<file path="src/hdl/sfhc_pkg.sv">
package sfhc_pkg;

    localparam int CfgAddrWidth = 4;
    localparam int CfgDataWidth = 32;

    localparam logic [7:0] MIN_FRAME_LENGTH = 8'd4;
    localparam logic [7:0] FIRST_ID_POS     = 8'd3;
    localparam logic [7:0] INDEX_MAX        = 8'hff;
    localparam logic [7:0] TAIL_ZERO        = 8'h00;
    localparam logic [7:0] TAIL_ONES        = 8'hff;
    localparam logic [6:0] TYPE_MASK        = 7'h7f;

    localparam logic [7:0] RESET_MAX_FRAME_SIZE = 8'd63;
    localparam logic [3:0] RESET_MAX_ID_LENGTH  = 4'd8;
    localparam logic [7:0] RESET_TYPE_LIMIT     = 8'd127;

    typedef enum logic [1:0] {
        REG_MAX_FRAME_SIZE = 2'd0,
        REG_MAX_ID_LENGTH  = 2'd1,
        REG_TYPE_LIMIT     = 2'd2
    } reg_index_t;

    typedef enum logic [3:0] {
        ERR_OK             = 4'd0,
        ERR_SHORT_BUFFER   = 4'd1,
        ERR_FL_SMALL       = 4'd2,
        ERR_FL_BIG         = 4'd3,
        ERR_BAD_TYPE       = 4'd4,
        ERR_IL_BIG         = 4'd5,
        ERR_IL_OVER_FRAME  = 4'd6,
        ERR_HDR_TRUNCATED  = 4'd7,
        ERR_BL_BIG         = 4'd8,
        ERR_BAD_LAST_BYTE  = 4'd9,
        ERR_TRAILER_LENGTH = 4'd10
    } err_code_t;

    typedef struct packed {
        logic [7:0] data_byte;
        logic       last_byte;
    } in_item_t;

    typedef struct packed {
        logic        valid_res;
        logic [3:0]  error_code;
        logic [3:0]  header_length;
        logic [7:0]  frame_length;
        logic [7:0]  frame_type;
        logic        secure;
        logic [3:0]  sequence_res;
        logic [3:0]  id_length;
        logic [63:0] id_bytes;
        logic [7:0]  body_length;
        logic [7:0]  trailer_length;
    } out_item_t;

    typedef struct packed {
        logic [7:0] max_frame_size;
        logic [3:0] max_id_length;
        logic [7:0] type_limit;
    } cfg_t;

    typedef struct packed {
        logic [7:0]  buf_len;
        logic [7:0]  length_byte;
        logic [7:0]  type_byte;
        logic [7:0]  seq_and_idlen;
        logic [7:0]  body_len_byte;
        logic        tail_seen;
        logic        tail_bad;
        logic [63:0] id_bytes;
    } frame_snap_t;

endpackage

</file>
<file path="src/hdl/sfhc_capture.sv">
module sfhc_capture import sfhc_pkg::*; #(
    parameter int ID_STORE_BYTES = 8
) (
    input  logic        aclk,
    input  logic        aresetn,
    input  logic        byte_en,
    input  in_item_t    item,
    input  logic        snap_take,
    output logic        snap_valid,
    output frame_snap_t snap
);

    logic [7:0]  byte_index_reg, byte_index_next;
    logic [7:0]  length_reg, length_next;
    logic [7:0]  type_reg, type_next;
    logic [7:0]  seq_reg, seq_next;
    logic [7:0]  body_reg, body_next;
    logic        tail_seen_reg, tail_seen_next;
    logic        tail_bad_reg, tail_bad_next;
    logic [7:0]  id_store_reg [ID_STORE_BYTES];
    logic [7:0]  id_next [ID_STORE_BYTES];
    logic        snap_valid_reg, snap_valid_next;
    frame_snap_t snap_reg, snap_next;
    logic [7:0]  id_pos;
    logic [7:0]  il;
    logic        id_wr;
    logic [63:0] snap_ids;

    assign id_pos = byte_index_reg - FIRST_ID_POS;
    assign il     = {4'd0, seq_reg[3:0]};

    always_comb begin
        byte_index_next = byte_index_reg;
        length_next     = length_reg;
        type_next       = type_reg;
        seq_next        = seq_reg;
        body_next       = body_reg;
        tail_seen_next  = tail_seen_reg;
        tail_bad_next   = tail_bad_reg;
        id_wr           = 1'b0;
        if (byte_en && byte_index_reg != INDEX_MAX) begin
            byte_index_next = byte_index_reg + 8'd1;
            if (byte_index_reg == 8'd0) begin
                length_next = item.data_byte;
            end else if (byte_index_reg == 8'd1) begin
                type_next = item.data_byte;
            end else if (byte_index_reg == 8'd2) begin
                seq_next = item.data_byte;
            end else if (id_pos < il) begin
                id_wr = 1'b1;
            end else if (id_pos == il) begin
                body_next = item.data_byte;
            end
            if (byte_index_reg != 8'd0 && byte_index_reg == length_reg) begin
                tail_seen_next = 1'b1;
                tail_bad_next  = (item.data_byte == TAIL_ZERO) ||
                                 (item.data_byte == TAIL_ONES);
            end
        end
    end

    always_comb begin
        for (int i = 0; i < ID_STORE_BYTES; i++) begin
            id_next[i] = (id_wr && id_pos == 8'(i)) ? item.data_byte : id_store_reg[i];
        end
    end

    for (genvar j = 0; j < 8; j++) begin : g_ids
        if (j < ID_STORE_BYTES) begin : g_stored
            assign snap_ids[8*j +: 8] = id_next[j];
        end else begin : g_absent
            assign snap_ids[8*j +: 8] = 8'd0;
        end
    end

    always_comb begin
        snap_next.buf_len       = byte_index_next;
        snap_next.length_byte   = length_next;
        snap_next.type_byte     = type_next;
        snap_next.seq_and_idlen = seq_next;
        snap_next.body_len_byte = body_next;
        snap_next.tail_seen     = tail_seen_next;
        snap_next.tail_bad      = tail_bad_next;
        snap_next.id_bytes      = snap_ids;
        if (byte_en && item.last_byte) begin
            snap_valid_next = 1'b1;
        end else if (snap_take) begin
            snap_valid_next = 1'b0;
        end else begin
            snap_valid_next = snap_valid_reg;
        end
    end

    always_ff @(posedge aclk) begin
        if (!aresetn) begin
            byte_index_reg <= '0;
            length_reg     <= '0;
            type_reg       <= '0;
            seq_reg        <= '0;
            body_reg       <= '0;
            tail_seen_reg  <= 1'b0;
            tail_bad_reg   <= 1'b0;
            snap_valid_reg <= 1'b0;
        end else begin
            snap_valid_reg <= snap_valid_next;
            if (byte_en && item.last_byte) begin
                byte_index_reg <= '0;
                length_reg     <= '0;
                type_reg       <= '0;
                seq_reg        <= '0;
                body_reg       <= '0;
                tail_seen_reg  <= 1'b0;
                tail_bad_reg   <= 1'b0;
            end else begin
                byte_index_reg <= byte_index_next;
                length_reg     <= length_next;
                type_reg       <= type_next;
                seq_reg        <= seq_next;
                body_reg       <= body_next;
                tail_seen_reg  <= tail_seen_next;
                tail_bad_reg   <= tail_bad_next;
            end
        end
    end

    always_ff @(posedge aclk) begin
        for (int i = 0; i < ID_STORE_BYTES; i++) begin
            id_store_reg[i] <= id_next[i];
        end
        if (byte_en && item.last_byte) begin
            snap_reg <= snap_next;
        end
    end

    assign snap_valid = snap_valid_reg;
    assign snap       = snap_reg;

endmodule

</file>
<file path="config.mk">
export PLATFORM = sky130hd
export DESIGN_NAME = sfhc_capture
export DESIGN_NICKNAME = d
export VERILOG_FILES = /design/src/hdl/sfhc_pkg.sv /design/src/hdl/sfhc_capture.sv
export SDC_FILE = /design/constraint.sdc
export NUM_CORES = 1
export LEC_CHECK = 0
export BUFFER_PORTS_ARGS = -buffer_cell sky130_fd_sc_hd__buf_2
export CORE_MARGIN = 1
export CORE_UTILIZATION = 45
export CTS_CLUSTER_DIAMETER = 100
export DETAILED_ROUTE_END_ITERATION = 8
export HOLD_SLACK_MARGIN = 0.02
export PLACE_DENSITY = 0.69
export SLEW_MARGIN = 0
export SYNTH_ARGS = -nofsm -noshare
export SYNTH_HDL_FRONTEND = slang
export SYNTH_SLANG_ARGS = --single-unit
</file>
<file path="constraint.sdc">
create_clock -name aclk -period 8.05 [get_ports aclk]
set_input_delay 1.61 -clock aclk [delete_from_list [all_inputs] [get_ports aclk]]
set_output_delay 1.61 -clock aclk [all_outputs]
set_load 0.02 [all_outputs]
</file>
==> metrics.cfg <==
[routing]
first_pass_iters = 6
wl_per_cell_um = 17.94
num_vias = 4180
wirelength_um = 15110
drt_iter0_drc = 189
ant_nets = 0
drc_errors = 0
via_per_inst = 4.964

[sta]
fin_crit_ps = 3471
max_slew_margin = 0.2471
fmax_mhz = 288.1
fin_skew_ps = 14.30
setup_viol = 0
rsz0062_at_grt = false
min_period_over_period = 0.4311
hold_ws_ps = 457.9
tns_ps = 0
report.final.slew_viol_count = 0
worstMarginPinSlew_ps = 1129
hold_viol = 0

[clock_network]
post_cts_resized = 0
post-cts-setup-buffers = 0
clock_path_buffers = 3
cts_tree = built
cts-root-buf = clkbuf_16
clk_pin_slew_ps = 60
clock_latency_ps = 500
cts_num_sinks = 213
cts_max_level = 1
postCtsHoldBufs = 0
numCtsBuffers = 22

[worst_setup_path]
critPathCaptureType = register
worst-path-max-fanout = 9
reg2reg_slack_ps = 4580
startpoint = byte_index_reg[0]$_SDFF_PP0_
crit_required_ps = 8300
cp.arrival_ps = 3720
r2r_end = snap[35]$_DFFE_PP_
criticalPathCategory = register to register
critPathLaunchType = register
r2r_cells = 9
regToRegStartpoint = byte_index_reg[0]$_SDFF_PP0_

[yosys]
synth_cell_types = 38
synthArstFlopShare = 0
synthesis.nets = 504
ys_top_cells_by_area = edfxtp_1 42%, dfxtp_1 28%, mux2_2 12%, nor2b_1 3.4%, mux2_4 3.2%
synth_edf_count = 106
synth_top_area_share = 0.4185
ys_seq_elements = 213
syn_inst = 482
ys_seq_area_frac = 0.7001
ys_warn_count = 0
synth_ff_type = dfxtp_1
yosysTopAreaCell = edfxtp_1
syn-mean-instance-area_um2 = 15.78
syn-cell-area_mm2 = 0.007606

[cells_and_area]
seqCellArea_mm2 = 0.005325
layout_common_cells = 119 x buf_2, 107 x dfxtp_1, 106 x edfxtp_1
final_cells = 842
layout_commonest_cell = buf_2
multi_input_area_mm2 = 0.002140
drive_gt1_frac = 0.4180
diodes = 0
num-fill-cells = 1387
nets = 629
syn2layout_area_growth_pct = 19.61
fin_util = 0.5505
largest_reg_flops = 106

[floorplan]
design.die.area_mm2 = 0.01743
core_mm2 = 0.01652
ioPinCount = 120
die_h_um = 132.0
die_w_um = 132.0
start_util = 0.4603
num_rows = 47

[grt]
overflow = 0
antenna_found_initial = 0
grt_first_pass_wirelength_um = 23830
grt_usage = 0.1772
grt_pass1_vias = 4247
grt_max_degree = 87

[status]
status = finished clean

[pwr]
irDropWorstVdd_mv = 0.1348
power_w = 0.002277
p_per_area_mw_per_mm2 = 250.3
p_leak_nw = 3.669

[placed_design]
routabilityCongestion = 0.7889
placed_cells = 803
dp_hpwl_um = 9381
numPortBuffers = 119

[min_path]
min_path_type = register to register
hp-start = tail_seen_reg$_SDFF_PP0_
holdPathStages = 2
hold_end = tail_seen_reg$_SDFF_PP0_

[flow_run]
maxCapViolations = 0

-- worst max-delay path by stage --
stage          slack (ps)                 end  cells past startpoint
2_1_floorplan        3820   snap[0]$_DFFE_PP_                      2
3_3_place_gp         4560  snap[58]$_DFFE_PP_                      4
3_5_place_dp         4480  snap[60]$_DFFE_PP_                      4
4_1_cts              4570   snap[4]$_DFFE_PP_                      9
5_1_grt              4330  snap[37]$_DFFE_PP_                      9
6_report             4580  snap[35]$_DFFE_PP_                      9
-- cells in the mapped netlist (all sizes together) (8+ instances only) --
cell / number
mux2: 97
dfxtp: 107
edfxtp: 106
nor2b: 41
xor2: 8
xnor2: 9
ha: 9
clkbuf: 14
inv: 9
nand4: 8
nand3: 11
nand2: 13
nor2: 9
-- through the flow --
| stage | cell area (µm²) | setup slack [ps] |
|---|---|---|
| floorplan | 7606 | 3818 |
| global placement | 8387 | 4560 |
| detailed placement | 8387 | 4485 |
| CTS | 9097 | 4574 |
| global route | 9097 | 4325 |
| finish | 9097 | 4579 |
-- routing by layer --
metal / global-route usage / vias to the layer above / part of all wire
met1: 0.2378 / 2050 / 0.44
met4: 0.04845 / 0 / 0.015
li1: - / 1987 / -
met5: 0 / - / 0
met2: 0.2922 / 122 / 0.48
met3: 0.03729 / 21 / 0.056
-- where the power goes --
part | switching (W) | internal, W
registers | 0.0000101 | 0.00116
logic | 0.0000757 | 0.0000316
clock network | 0.000400 | 0.000598
total | 0.000486 | 0.00179
-- area by class of cell --
cell class | instances | area share
flip-flops and latches | 213 | 0.5853
well taps | 220 | 0.03026
clock buffers | 26 | 0.06216
multi-input cells | 240 | 0.2352
inverters | 9 | 0.003988
clock inverters | 13 | 0.01595
repair buffers | 121 | 0.06712
-- kinds of logic (layout without fill, tap and decap cells) --
group	count (synthesis)	count (layout)	share of synthesized area
compound gates	15	15	0.01349
xor+xnor	17	17	0.01958
fa+ha+maj	9	9	0.01481
buf+inv	29	169	0.01859
flops	213	213	0.7001
mux	98	98	0.1528
simple gates	101	101	0.08061
-- critical path, cell delays in order (launching register included) --
cell and delay, ps:
dfxtp_1 510, ha_1 370, xor2_1 340, inv_1 170, ha_1 340, a21oi_1 200, nand2_1 100, a21oi_2 410
and4_4 430, mux2_4 330
(Power assumes the default switching activity.)
